===== config.mk =====
export PLATFORM = sky130hd
export DESIGN_NAME = x86_opcode_canonicalizer_top
export DESIGN_NICKNAME = d
export VERILOG_FILES = /design/src/rtl/x86oc_pkg.sv /design/src/rtl/x86_opcode_canonicalizer_top.sv
export SDC_FILE = /design/constraint.sdc
export NUM_CORES = 1
export LEC_CHECK = 0
export BUFFER_PORTS_ARGS = -buffer_cell sky130_fd_sc_hd__clkbuf_2
export CORE_AREA = 5 5 97 99
export CTS_CLUSTER_DIAMETER = 100
export CTS_CLUSTER_SIZE = 40
export DETAILED_ROUTE_END_ITERATION = 7
export DIE_AREA = 0 0 102 104
export PLACE_DENSITY = 0.7
export SETUP_SLACK_MARGIN = 0.05
export SLEW_MARGIN = 20
export SYNTH_ARGS = -nofsm -noshare
export SYNTH_HDL_FRONTEND = slang
export SYNTH_SLANG_ARGS = --single-unit

===== constraint.sdc =====
create_clock -name clk_i -period 8.65 [get_ports clk_i]
set_clock_uncertainty 0.05 [all_clocks]
set_input_delay 0.4325 -clock clk_i [delete_from_list [all_inputs] [get_ports clk_i]]
set_output_delay 0.4325 -clock clk_i [all_outputs]
set_load 0.005 [all_outputs]

===== src/rtl/x86oc_pkg.sv =====
// ----------------------------------------------------------------------------
// x86oc_pkg: shared types, constants and match functions
// Byte constants, jump fold table and nop pattern checks for the
// opcode canonicalizer.
// ----------------------------------------------------------------------------
package x86oc_pkg;

  localparam int unsigned WinLen  = 8;
  // Bytes seen from the (possibly REX-shifted) opcode position.
  localparam int unsigned ViewLen = WinLen - 1;

  typedef logic [WinLen-1:0][7:0]  win_t;
  typedef logic [ViewLen-1:0][7:0] view_t;

  localparam logic [7:0] OpRexLo  = 8'h40;
  localparam logic [7:0] OpIncEax = 8'h40;
  localparam logic [7:0] OpDecEax = 8'h48;
  localparam logic [7:0] OpPushEax = 8'h50;
  localparam logic [7:0] OpPopEax  = 8'h58;
  localparam logic [7:0] OpOpsize = 8'h66;
  localparam logic [7:0] OpEscape = 8'h0F;
  localparam logic [7:0] OpRep    = 8'hF3;
  localparam logic [7:0] OpRepne  = 8'hF2;
  localparam logic [7:0] OpNop    = 8'h90;
  localparam logic [7:0] OpLea    = 8'h8D;
  localparam logic [7:0] NearJccBias = 8'h10;
  localparam logic [7:0] SibEsp   = 8'h24;
  localparam logic [7:0] SibEspAlt = 8'h26;

  // Odd condition codes fold onto an even partner code (75/71/7B/79 onto their negation).
  function automatic logic [7:0] fold_jump(input logic [7:0] c);
    logic [7:0] r;
    unique case (c)
      8'h77:   r = 8'h72;
      8'h73:   r = 8'h76;
      8'h75:   r = 8'h74;
      8'h7F:   r = 8'h7C;
      8'h7D:   r = 8'h7E;
      8'h71:   r = 8'h70;
      8'h7B:   r = 8'h7A;
      8'h79:   r = 8'h78;
      default: r = c;
    endcase
    return r;
  endfunction

  // lea reg, [reg + 0] in its various encodings.
  function automatic logic lea_is_nop(input view_t v);
    logic r;
    logic z8;
    logic z32_at2;
    logic z32_at3;
    z8      = (v[2] == 8'h00);
    z32_at2 = ({v[5], v[4], v[3], v[2]} == 32'h0);
    z32_at3 = ({v[6], v[5], v[4], v[3]} == 32'h0);
    unique case (v[1])
      8'h00, 8'h09, 8'h42, 8'h4B, 8'h36, 8'h3F:        r = 1'b1;
      8'h40, 8'h49, 8'h52, 8'h5B, 8'h6D, 8'h76, 8'h7F: r = z8;
      8'h80, 8'h89, 8'h92, 8'h9B, 8'hAD, 8'hB6, 8'hBF: r = z32_at2;
      8'hB4:   r = (v[2] == SibEspAlt) && z32_at3;
      8'h24:   r = (v[2] == SibEsp);
      8'h64:   r = (v[2] == SibEsp) && (v[3] == 8'h00);
      8'hA4:   r = (v[2] == SibEsp) && z32_at3;
      default: r = 1'b0;
    endcase
    return r;
  endfunction

  // nop, self mov/xchg, zero-offset lea.
  function automatic logic is_nop(input view_t v);
    logic mov_like;
    logic self_modrm;
    mov_like = (v[0] == 8'h8A) || (v[0] == 8'h8B) ||
               (v[0] == 8'h87) || (v[0] == 8'h86);
    self_modrm = (v[1] == 8'hC0) || (v[1] == 8'hC9) || (v[1] == 8'hDB) ||
                 (v[1] == 8'hD2) || (v[1] == 8'hF6) || (v[1] == 8'hFF) ||
                 (v[1] == 8'hE4) || (v[1] == 8'hED);
    return (mov_like && self_modrm) ||
           ((v[0] == OpLea) && lea_is_nop(v)) ||
           (v[0] == OpNop);
  endfunction

endpackage


===== src/rtl/x86_opcode_canonicalizer_top.sv =====
// ----------------------------------------------------------------------------
// x86_opcode_canonicalizer_top: x86 opcode canonicalizer
// Input beat to result beat: input reg, then result reg.
// Throughput: one instruction window per cycle while the consumer does not stall.
// The match logic between the two registers is a single pass of byte
// compares; the result register holds its beat while the consumer stalls.
// Reset: asynchronous active-low; clears both valid flags and long_mode.
// ----------------------------------------------------------------------------
module x86_opcode_canonicalizer_top (
  input  logic       clk_i,
  input  logic       rst_ni,
  // configuration
  input  logic       cfg_we_i,
  input  logic       cfg_wdata_i,
  // input channel
  input  logic       in_valid_i,
  output logic       in_ready_o,
  input  logic [7:0] win_byte0_i,
  input  logic [7:0] win_byte1_i,
  input  logic [7:0] win_byte2_i,
  input  logic [7:0] win_byte3_i,
  input  logic [7:0] win_byte4_i,
  input  logic [7:0] win_byte5_i,
  input  logic [7:0] win_byte6_i,
  input  logic [7:0] win_byte7_i,
  // result channel
  output logic       out_valid_o,
  input  logic       out_ready_i,
  output logic [7:0] canon_opcode_o,
  output logic       ignorable_o,
  output logic       cond_jump_folded_o
);
  import x86oc_pkg::*;

  // Control state
  logic long_mode_q;
  logic s1_valid_q;
  logic out_valid_q;

  // Payload registers
  win_t       win_q;
  logic [7:0] canon_q;
  logic       ign_q;
  logic       jmp_q;

  // Handshake: each stage can take a beat when empty or when it drains.
  logic out_ready_int;
  logic s1_ready;
  logic in_fire;
  logic s1_fire;

  assign out_ready_int = !out_valid_q || out_ready_i;
  assign s1_ready      = !s1_valid_q || out_ready_int;
  assign in_ready_o    = s1_ready;
  assign in_fire       = in_valid_i && s1_ready;
  assign s1_fire       = s1_valid_q && out_ready_int;

  // --------------------------------------------------------------------------
  // Match logic on the registered window
  // --------------------------------------------------------------------------
  logic       rex_skip;
  view_t      view;
  logic [7:0] op_grp;
  logic [7:0] op_rep;
  logic [7:0] probe;
  logic       probe_jcc;
  logic [7:0] canon_d;
  logic       ign_d;
  logic       jmp_d;

  // In 64-bit mode a leading 40-4F is REX; the opcode moves to offset 1.
  assign rex_skip = long_mode_q && (win_q[0][7:4] == OpRexLo[7:4]);

  always_comb begin
    for (int i = 0; i < ViewLen; i++) begin
      view[i] = rex_skip ? win_q[i+1] : win_q[i];
    end
  end

  // Register-encoded push/pop/inc/dec fold to the eax form.
  always_comb begin
    priority case (view[0][7:3])
      OpPushEax[7:3]: op_grp = OpPushEax;
      OpPopEax[7:3]:  op_grp = OpPopEax;
      OpIncEax[7:3]:  op_grp = OpIncEax;
      OpDecEax[7:3]:  op_grp = OpDecEax;
      default:        op_grp = view[0];
    endcase
  end

  // 66 F3 / 66 F2 take the rep byte as the opcode.
  assign op_rep = ((op_grp == OpOpsize) &&
                   ((view[1] == OpRep) || (view[1] == OpRepne))) ? view[1] : op_grp;

  // Near Jcc (0F 8x) probes as its short form 7x.
  assign probe     = (op_rep == OpEscape) ? (view[1] - NearJccBias) : op_rep;
  assign probe_jcc = (probe[7:4] == 4'h7);

  assign canon_d = probe_jcc ? fold_jump(probe) : op_rep;
  assign jmp_d   = probe_jcc;
  assign ign_d   = is_nop(view);

  // --------------------------------------------------------------------------
  // Registers
  // --------------------------------------------------------------------------
  always_ff @(posedge clk_i or negedge rst_ni) begin
    if (!rst_ni) begin
      long_mode_q <= 1'b0;
      s1_valid_q  <= 1'b0;
      out_valid_q <= 1'b0;
    end else begin
      if (cfg_we_i) begin
        long_mode_q <= cfg_wdata_i;
      end
      if (s1_ready) begin
        s1_valid_q <= in_valid_i;
      end
      if (out_ready_int) begin
        out_valid_q <= s1_valid_q;
      end
    end
  end

  always_ff @(posedge clk_i) begin
    if (in_fire) begin
      win_q <= {win_byte7_i, win_byte6_i, win_byte5_i, win_byte4_i,
                win_byte3_i, win_byte2_i, win_byte1_i, win_byte0_i};
    end
    if (s1_fire) begin
      canon_q <= canon_d;
      ign_q   <= ign_d;
      jmp_q   <= jmp_d;
    end
  end

  assign out_valid_o        = out_valid_q;
  assign canon_opcode_o     = canon_q;
  assign ignorable_o        = ign_q;
  assign cond_jump_folded_o = jmp_q;

  // --------------------------------------------------------------------------
  // Assertions
  // --------------------------------------------------------------------------
  // A folded jump always comes out as a short Jcc code.
  a_jcc_range: assert property (@(posedge clk_i) disable iff (!rst_ni)
    out_valid_o && cond_jump_folded_o |-> canon_opcode_o[7:4] == 4'h7)
    else $error("folded jump outside 70-7F");

  // Codes in the fold table never leave the block unfolded.
  a_jcc_folded: assert property (@(posedge clk_i) disable iff (!rst_ni)
    out_valid_o && cond_jump_folded_o |->
      canon_opcode_o != 8'h77 && canon_opcode_o != 8'h73 &&
      canon_opcode_o != 8'h75 && canon_opcode_o != 8'h7F &&
      canon_opcode_o != 8'h7D && canon_opcode_o != 8'h71 &&
      canon_opcode_o != 8'h7B && canon_opcode_o != 8'h79)
    else $error("negated condition not folded");

  // An accepted beat lands in the input stage.
  a_in_capture: assert property (@(posedge clk_i) disable iff (!rst_ni)
    in_valid_i && in_ready_o |=> s1_valid_q)
    else $error("accepted beat lost");

  // With both stages full and a stall, nothing new may enter.
  a_no_overrun: assert property (@(posedge clk_i) disable iff (!rst_ni)
    out_valid_o && !out_ready_i && s1_valid_q |-> !in_ready_o)
    else $error("input stage overrun");

endmodule

==> impl_results.md, run 1 <==
* Num CTS Buffers at 9
* First-pass GRT wire length at about 13000 um
* Post-synth top flop: edfxtp_1
* Yosys reg bits at 77
* Final WL at 8010 um
* Row cnt at 34
* Area contributors post-synth: edfxtp_1 (60%), nand2_1 (2.9%), mux2i_1 (2.2%), dfrtp_1 (2.0%), nor2_1 (1.7%)
* R2r setup slk at 4730 ps
* Initial antenna violation count at 0
* Vias/cell at approximately 5.7
* Leak at about 1.7 nW
* Area grow syn2layout at 19.0%
* Mux contribution to synthesized area at between 3 and 4%
* Vias at 2753
* Clk root buf: clkbuf_8
* Total nets after synthesis at 367
* Clk sinks at 77
* Hold Vio Cnt, Final at 0
* Placed cell areas at 4200 um2
* DRC violation total after the first TritonRoute iteration at 186
* CP Class: register to register
* GP Congestion at 0.878
* CP max FO at 28
* Post-synthesis compound-gate area fraction at approximately 13%
* Status: complete, no violations
* WHS Path Cells at 1
* Top cell type's share of synthesized area at 59.9%
* DR WL/cell at 16.5 um
* Vias in the first global route at 2726
* Max_slew headroom at 47.7%
* Setup bufs post-CTS at 0
* Synth Area in Adders at 1.69%
* Worst setup path start: win_q[5]
* Crit-path max cell delay at 600 ps
* TritonCTS clock tree: built
* Tcrit/Tclk final at between 40% and 50%
* CTS H-tree lvls at 3
* Antenna Cells at 0
* Most frequent cells in the layout: clkbuf_2 (81), edfxtp_1 (74), nand2_1 (29)
* Setup crit end kind: register
* Most numerous cell on the critical path: mux2i_1
* Post-route setup TNS at 0 ps
* Hpwl dp at 5810 um
* R2r worst-path depth at 12
* Worst-path cell chain: or3b_1, nor2_8, mux2i_1, inv_1, ha_1, nand2_1, a211oi_1, and3_2, a32o_1, o21ai_1, mux2i_1, a2bb2oi_1
* Cells after Synth at roughly 300
* Post-synthesis xor/xnor area fraction at 1.42%
* Register area share after synthesis at between 60% and 70%
* Die area at 10600 um2
* EDFF count, synth at 74
* Main combinational cell family by area after synthesis: simple AND/OR/NAND/NOR gates
* Final global-route overflow total at 0
* Worst Hold Endpoint: win_q[44]
* Clock-pin slew on the worst setup and hold paths at 90 ps
* R2R Path End: canon_opcode_o[2]
* Core box area at roughly 8500 um2
* Residual DRC count at 0
* Worst EP required at between 8000 and 9000 ps
* Crit path time final at 3920 ps
* Skew-Pair Late Insertion Delay at approximately 350 ps
* Ys async rst share at around 3.9%
* Layout cells sized above 1 at 30.2%
* # setup viols final at 0
* Initial Util at 43.8%
* Initial DRT Pass Iterations at 4
* Crit-path slowest cell: or3b_1
* Synthesis warning total at 0
* Power Density at roughly 180 nW/um2
* Syn_area_per_cell at 12.7 um2
* Post-Synthesis Cell Area at 3710 um2
* Fin. max-slew vios at 0
* Port Buffers at 81
* # resized after CTS at 0
* CP arrival at 3990 ps
* Hold Path Origin: win_byte5_i[4]
* I/O pin count at 82
* Routed Antenna Nets at 0
* Fin nets at 448
* Worst-Margin Slew at 783 ps
* RSZ-0062 raised after global routing: false
* Final instance area at 4410 um2
* Worst hold path type: primary input to register
* Reg2reg start: win_q[5]
* Die W at 102 um
* Post-synthesis simple-gate area fraction at between 15 and 20%
* Setup WS pre-CTS at 4760 ps
* Post-synth cell types at 67
* Crit start category: register
* CTS Buffer Depth at 2
* Post-synth top area cell: edfxtp_1
* Fmax at 0.255 GHz
* MaxCap Viol Count at 0
* Peak VDD IR at 0.114 mV
* Total GRT Usage at around 15%
* Minimum setup slack in the final design at roughly 4700 ps
* Die H at 104 um
* Leading cell type in the layout, fill and taps excluded: clkbuf_2
* Largest net degree at the start of global routing at 65
power breakdown:
group	leakage (nW)	total, mW	internal (mW)	switching, mW
Sequential	0.745	0.457	0.439	0.0180
Combinational	0.845	0.0766	0.0334	0.0432
Clock	0.103	0.281	0.138	0.143
Total	1.69	0.814	0.610	0.204
cell families after synthesis:
logic type               Yosys count
XOR/XNOR                           6
flip-flops                        77
AND/OR/NAND/NOR                  111
multiplexers                      11
adder cells (fa/ha/maj)            5
buffers and inverters             20
AO/OA/AOI/OAI                     62
critical path, delay by kind of cell (launching register included):
kind / cells / cell delay [ps]
adder cells (fa/ha/maj): 1 / 250
flip-flops: 1 / 500
AO/OA/AOI/OAI: 4 / 630
buffers and inverters: 1 / 160
multiplexers: 2 / 750
AND/OR/NAND/NOR: 4 / 1350
layer usage:
metal  GRT usage [%]  up-vias  share of wire, %
met1            19.0     1283                40
met4            6.28        0               2.1
met5               0        -                 0
met3            4.36       17               9.6
li1                -     1302                 -
met2            24.8      151                48
sequential cells by signal, indices dropped and copies added (netlist names):
name,count
win_q,64
long_mode_q,1
ignorable_o,1
cond_jump_folded_o,1
s1_valid_q,1
out_valid_o,1
canon_opcode_o,8
cell usage after synthesis (all sizes together) (2+ instances only):
cell type and number:
edfxtp 74, nand2 29, nor2 18, a21oi 10, nand3 10, nor4 9
clkbuf 8, mux2i 8, inv 7, nand2b 7, nor3 7, o21ai 7
a211oi 5, a31oi 5, buf 5, ha 5, nand4 5, o31ai 5
a21o 3, a2bb2oi 3, a41oi 3, and2 3, and3 3, dfrtp 3
mux2 3, nand3b 3, o41ai 3, or3 3, or4 3, xnor2 3
xor2 3, a21boi 2, nor2b 2, nor3b 2, nor4bb 2, o2111ai 2
o211a 2, o211ai 2
repair_timing:
action | in CTS | in global routing
hold buffers | 1 | 0
endpoints found under the setup margin | 0 | 0
hold endpoints to repair | 3 | 0
cell type report:
type,instances,area (um2)
fillers,725,4050
clock buffers,9,124
multi-input cells,195,1330
clock inverters,7,80.1
repair buffers,83,423
well taps,108,135
inverters,7,26.3
flip-flops and latches,77,2300
through the flow:
step                      hold slack (ps)  instances  utilization (%)  power [mW]
after floorplan                      86.9        292                -       0.506
after global placement                187        469             49.6       0.539
after detailed placement              190        469             49.6       0.541
after CTS                             180        486             52.1       0.823
after global routing                  179        486             52.1       0.847
final                                 201        486             52.1       0.814
worst max path at each step:
| stage | slack (ps) | end |
|---|---|---|
| after global placement | 4940 | canon_opcode_o[2] |
| after floorplan | 4930 | canon_opcode_o[2] |
| after global routing | 4390 | canon_opcode_o[1] |
| final | 4730 | canon_opcode_o[2] |
| after CTS | 4760 | canon_opcode_o[2] |
| after detailed placement | 4760 | canon_opcode_o[1] |
No activity file was read; power rests on OpenSTA's default activity.
==> run 2: changes to the inputs <==
==> constraint.sdc (replaced) <==
create_clock -name clk_i -period 3.8 [get_ports clk_i]
set_clock_uncertainty 0.05 [all_clocks]
set_input_delay 0.19 -clock clk_i [delete_from_list [all_inputs] [get_ports clk_i]]
set_output_delay 0.19 -clock clk_i [all_outputs]
set_load 0.005 [all_outputs]
==> run 2 against run 1 <==
Net effect: wire length is 15% higher; combinational power grew to 3.1 times the previous value; final cell count is 14% higher; register-to-register slack worse by 4400 ps; clock power is 130% higher; flip-flop and latch count stayed put; first-iteration DRC count is 20% lower; die area stayed put; critical endpoint unchanged; non-clock buffer count is 70 higher; cell area is 16% higher; power is 140% higher.
==> impl_results.md, run 2 (synthesis results as in run 1) <==
* CTS H-tree lvls at 3 (unchanged)
* Clock-pin slew on the worst setup and hold paths at 80 ps (about the same)
* Crit path time final at 3470 ps (-458 ps)
* MaxCap Viol Count at 0 (unchanged)
* I/O pin count at 82 (unchanged)
* Setup bufs post-CTS at 0 (unchanged)
* Setup crit end kind: register
* CP Class: register to register
* Fmax at 0.289 GHz (+13%)
* Leading cell type in the layout, fill and taps excluded: clkbuf_2
* Layout cells sized above 1 at 26.8% (-3.4 points)
* First-pass GRT wire length at 15000 um (+18%)
* Initial Util at 43.8% (unchanged)
* CTS Buffer Depth at 2 (unchanged)
* Final Non-Filler Cells at 556 (+14%)
* Initial DRT Pass Iterations at 4 (unchanged)
* Clk sinks at 77 (unchanged)
* Num CTS Buffers at 9 (unchanged)
* Max_slew headroom at 51.4% (+3.7 points)
* # setup viols final at 0 (unchanged)
* Worst setup path start: win_q[5]
* Final WL at 9250 um (+15%)
* Antenna Cells at 0 (unchanged)
* TritonCTS clock tree: built
* RSZ-0062 raised after global routing: false
* CP max FO at 8 (-71%)
* Worst EP required at 3840 ps (-4870 ps)
* Die area at 10600 um2 (unchanged)
* CP arrival at 3510 ps (-480 ps)
* DRC violation total after the first TritonRoute iteration at 149 (-20%)
* Hold Path Origin: cfg_wdata_i
* Hpwl dp at 5840 um (+0.36%)
* Core box area at 8470 um2 (unchanged)
* Worst-Margin Slew at 726 ps (-57.0 ps)
* Die H at 104 um (unchanged)
* Reg2reg start: win_q[5]
* Skew-Pair Late Insertion Delay at 350 ps (about the same)
* Post-route setup TNS at 0 ps (unchanged)
* GP Congestion at 0.935 (+6.5%)
* Final global-route overflow total at 0 (unchanged)
* Vias/cell at 5.36 (-5.4%)
* Tcrit/Tclk final at 91.2% (+46 points)
* Hold WS at 26.8 ps (-175 ps)
* Area grow syn2layout at 37.7%
* Register area at 2300 um2 (unchanged)
* Leak at 1.99 nW (+18%)
* Row cnt at 34 (unchanged)
* Power Density at 376 nW/um2 (+100%)
* Max FFs per register at 64 (unchanged)
* Crit start category: register
* Worst hold path type: primary input to register
* Initial antenna violation count at 0 (unchanged)
* Count of filler cells inserted in the layout at 666 (-8.1%)
* R2r setup slk at 330 ps (-4390 ps)
* Fin. max-slew vios at 0 (unchanged)
* Status: complete, no violations
* DR WL/cell at 16.6 um (+0.87%)
* Port Buffers at 81 (unchanged)
* Die W at 102 um (unchanged)
* Total GRT Usage at 17.9% (+2.6 points)
* Most frequent cells in the layout: clkbuf_2 (81), edfxtp_1 (74), dlygate4sd3_1 (66)
* Peak VDD IR at 0.263 mV (+130%)
* Fin nets at 518 (+16%)
* Vias at 2981 (+8.3%)
* Final instance area at 5110 um2 (+16%)
* Hold Vio Cnt, Final at 0 (unchanged)
* Residual DRC count at 0 (unchanged)
* Routed Antenna Nets at 0 (unchanged)
* Multi-input combinational cell area at 1330 um2 (+0.28%)
* Clk root buf: clkbuf_8
* Placed Cells at 474 (+1.1%)
* Largest net degree at the start of global routing at 46 (-29%)
* Vias in the first global route at 3049 (+12%)
* Final Total Pwr at 1.92 mW (+140%)
* Biggest register: win_q
* Placed cell areas at 4240 um2 (+0.89%)
-- run 2: changes by cell type in the layout (fill, tap and decap cells not counted), sizes merged --
cell | before | now
dlygate4sd3 | 1 | 66
clkinvlp | 1 | 0
inv | 11 | 10
buf | 1 | 6
clkinv | 1 | 3
-- run 2: layer usage --
metal	part of all wire [%]	wire length, um	global-route usage [%]	up-vias
li1	-	-	-	1445
met1	40	3720	22.0	1375
met2	50	4620	30.2	141
met3	7.5	696	4.49	20
met4	2.3	209	6.09	0
met5	0	0	0	-
-- run 2: worst paths after layout --
| check | end | cells after the start |
|---|---|---|
| worst max-delay path | canon_opcode_o[2] | 12 |
| worst min-delay path | long_mode_q | 2 |
| worst max register to register | canon_opcode_o[2] | 12 |
| worst min register to register | out_valid_o | 1 |
| max in group asynchronous | out_valid_o | 2 |
| min in group asynchronous | long_mode_q | 2 |
-- run 2: report_power, final --
part	leakage, nW	total (mW)	switching, mW	internal, mW
combinational	1.14	0.235	0.112	0.123
sequential	0.745	1.04	0.0412	0.998
clock	0.106	0.646	0.332	0.314
total	1.99	1.92	0.485	1.44
-- run 2: layout make-up --
| class | instances | area share [%] |
|---|---|---|
| Clock inverter | 7 | 1.59 |
| Multi-Input combinational cell | 195 | 26.1 |
| Sequential cell | 77 | 45.0 |
| Tap cell | 108 | 2.65 |
| Timing Repair Buffer | 153 | 21.8 |
| Clock buffer | 9 | 2.43 |
| Inverter | 7 | 0.515 |
-- run 2: per-stage QoR --
stage | worst slack, ps | util (%)
2_1_floorplan | 84.4 | -
3_3_place_gp | 481 | 50.0
3_5_place_dp | 338 | 50.0
4_1_cts | 311 | 60.3
5_1_grt | 62.4 | 60.3
6_report | 334 | 60.3
-- run 2: worst max-delay path, cell delays in order, from the launching register on --
cell	delay (ps)
edfxtp_1	510
or3b_1	500
nor2_8	160
mux2i_1	450
inv_1	130
ha_1	270
nand2_1	70
a211oi_1	50
and3_2	240
a32o_1	290
o21ai_1	220
mux2i_1	200
a2bb2oi_1	80
-- run 2: repair_timing --
action,4_1_cts,5_1_grt
endpoints found under the hold margin,68,0
setup endpoints to repair,0,1
hold buffers,66,0
resized for setup,0,1
==> run 3: changes to the inputs <==
--- a/config.mk
+++ b/config.mk
@@ -11,8 +11,9 @@
 export CTS_CLUSTER_SIZE = 40
 export DETAILED_ROUTE_END_ITERATION = 7
 export DIE_AREA = 0 0 102 104
-export PLACE_DENSITY = 0.7
+export PLACE_DENSITY = 0.75
 export SETUP_SLACK_MARGIN = 0.05
+export SKIP_LAST_GASP = 1
 export SLEW_MARGIN = 20
 export SYNTH_ARGS = -nofsm -noshare
 export SYNTH_HDL_FRONTEND = slang
==> run 3 against run 2 <==
Net effect: global-route usage up 0.99 points; combinational power increased by 2%; hold slack gained 5.5 ps; flip-flop and latch count unchanged; final cell count grew 0.72%; first-iteration DRC count up 29%; maximum frequency is 0.91% higher; cell area grew 0.73%; register-to-register slack improved by 30 ps; core utilization rose by 0.44 points; die area unchanged; count of clock-buffer cells in the layout grew 2; critical path type unchanged; largest power group unchanged.
==> impl_results.md, run 3 (synthesis results as in run 1) <==
* Status: complete, no violations
* RSZ-0062 raised after global routing: false
* Largest net degree at the start of global routing at 39 (-15%)
* Fin. max-slew vios at 0 (unchanged)
* Layout cells sized above 1 at 26.8% (about the same)
* Tcrit/Tclk final at 90.4% (-0.82 points)
* Worst hold path type: primary input to register
* Port Buffers at 81 (unchanged)
* Antenna Cells at 0 (unchanged)
* Vias/cell at 5.43 (+1.3%)
* CP Capture Point: canon_opcode_o[1]
* Core box area at 8470 um2 (unchanged)
* TritonCTS clock tree: built
* Hold Vio Cnt, Final at 0 (unchanged)
* Crit start category: register
* Hpwl dp at 6110 um (+4.8%)
* DR WL/cell at 17.1 um (+3.0%)
* DRC violation total after the first TritonRoute iteration at 192 (+29%)
* Final instance area at 5140 um2 (+0.73%)
* CTS Buffer Depth at 2 (unchanged)
* R2r setup slk at 370 ps (+30 ps)
* Worst setup path start: win_q[5]
* Area grow syn2layout at 38.7%
* Power Density at 380 nW/um2 (+1.1%)
* Worst-Margin Slew at 847 ps (+122 ps)
* CP arrival at 3470 ps (-40 ps)
* Max FFs per register at 64 (unchanged)
* Die area at 10600 um2 (unchanged)
* Vias in the first global route at 3193 (+4.7%)
* Skew-Pair Late Insertion Delay at 340 ps (about the same)
* Placed cell areas at 4270 um2 (+0.71%)
* Leading cell type in the layout, fill and taps excluded: clkbuf_2
* Final WL at 9590 um (+3.7%)
* Initial Util at 43.8% (unchanged)
* Final global-route overflow total at 0 (unchanged)
* R2R Path End: canon_opcode_o[1]
* Fin nets at 522 (+0.77%)
* Vias at 3040 (+2.0%)
* Die H at 104 um (unchanged)
* # setup viols final at 0 (unchanged)
* CP max FO at 8 (unchanged)
* GP Congestion at 0.932 (-0.33%)
* Worst EP required at 3840 ps (about the same)
* Num CTS Buffers at 9 (unchanged)
* Clock-pin slew on the worst setup and hold paths at 80 ps (about the same)
* R2r worst-path depth at 12 (unchanged)
* Reg2reg start: win_q[5]
* Initial antenna violation count at 0 (unchanged)
* Crit path time final at 3430 ps (-31.1 ps)
* Routed Antenna Nets at 0 (unchanged)
* Leak at 2.01 nW (+0.77%)
* Residual DRC count at 0 (unchanged)
* I/O pin count at 82 (unchanged)
* Die W at 102 um (unchanged)
* Setup crit end kind: register
* Max_slew headroom at 43.5% (-7.9 points)
* Fmax at 0.291 GHz (+0.91%)
* Peak VDD IR at 0.292 mV (+11%)
* Clk root buf: clkbuf_8
* Post-route setup TNS at 0 ps (unchanged)
* MaxCap Viol Count at 0 (unchanged)
* Clk sinks at 77 (unchanged)
* First-pass GRT wire length at 15700 um (+4.5%)
* CP Class: register to register
* Most frequent cells in the layout: clkbuf_2 (81), edfxtp_1 (74), dlygate4sd3_1 (66)
* Biggest register: win_q
* Initial DRT Pass Iterations at 4 (unchanged)
* Total GRT Usage at 18.9% (+0.99 points)
* CTS H-tree lvls at 3 (unchanged)
* Row cnt at 34 (unchanged)
## run 3: changes by cell type in the layout (fill, tap and decap cells not counted)
cell	delta
clkinv_2	-1
mux2i_1	+1
inv_8	-1
bufinv_16	+1
buf_4	+4
inv_6	-2
clkbuf_1	+2
mux2i_2	-1
clkinvlp_4	+1
## run 3: critical path, stage by stage, from the launching register on
cell      delay (ps)
edfxtp_1         490
or3b_1           500
nor2_8           140
mux2i_1          440
inv_1            130
ha_1             260
nand2_1           70
a211oi_1          50
and3_2           250
a211oi_1         370
o211ai_1         180
a21oi_1          160
o22ai_1          100
## run 3: worst min-delay path by stage
stage / from / endpoint / slack [ps] / depth (start not counted)
2_1_floorplan: rst_ni / long_mode_q / -160 / 0
4_1_cts: cfg_wdata_i / long_mode_q / 20 / 2
3_3_place_gp: rst_ni / long_mode_q / -60 / 1
5_1_grt: cfg_wdata_i / long_mode_q / 20 / 2
3_5_place_dp: rst_ni / long_mode_q / -60 / 1
6_report: cfg_wdata_i / long_mode_q / 30 / 2
## run 3: layout make-up
type,count,area (um2)
clock buffer,11,131
sequential,77,2300
tap,108,135
fill,635,3320
timing repair buffer,157,1140
clock inverter,5,85.1
multi-input combinational,195,1330
inverter,7,26.3
## run 3: stage by stage
step	hold slack, ps	power [mW]	utilization [%]	worst slack, ps	std cells
CTS	19.8	1.96	60.8	372	560
global placement	-60.6	1.24	50.4	500	478
finish	32.3	1.96	60.8	365	560
global route	18.7	2.03	60.8	71.7	560
floorplan	-156	1.15	-	84.4	292
detailed placement	-57.4	1.24	50.4	383	478
## run 3: routing by layer
| metal | vias up | wire (um) | track usage, % |
|---|---|---|---|
| met3 | 16 | 592 | 4.90 |
| met2 | 114 | 4950 | 33.1 |
| li1 | 1454 | - | - |
| met5 | - | 0 | 0 |
| met4 | 0 | 180 | 5.44 |
| met1 | 1456 | 3870 | 22.5 |
## run 3: power breakdown
part	switching [mW]	internal, mW	total (mW)
clock network	0.303	0.373	0.676
logic	0.114	0.126	0.240
registers	0.0410	0.999	1.04
total	0.459	1.50	1.96
## run 3: what timing repair did
action | CTS | global route
hold buffers | 66 | 0
setup buffers | 0 | 0
endpoints found under the hold margin | 68 | 0
gates resized for setup | 0 | 0
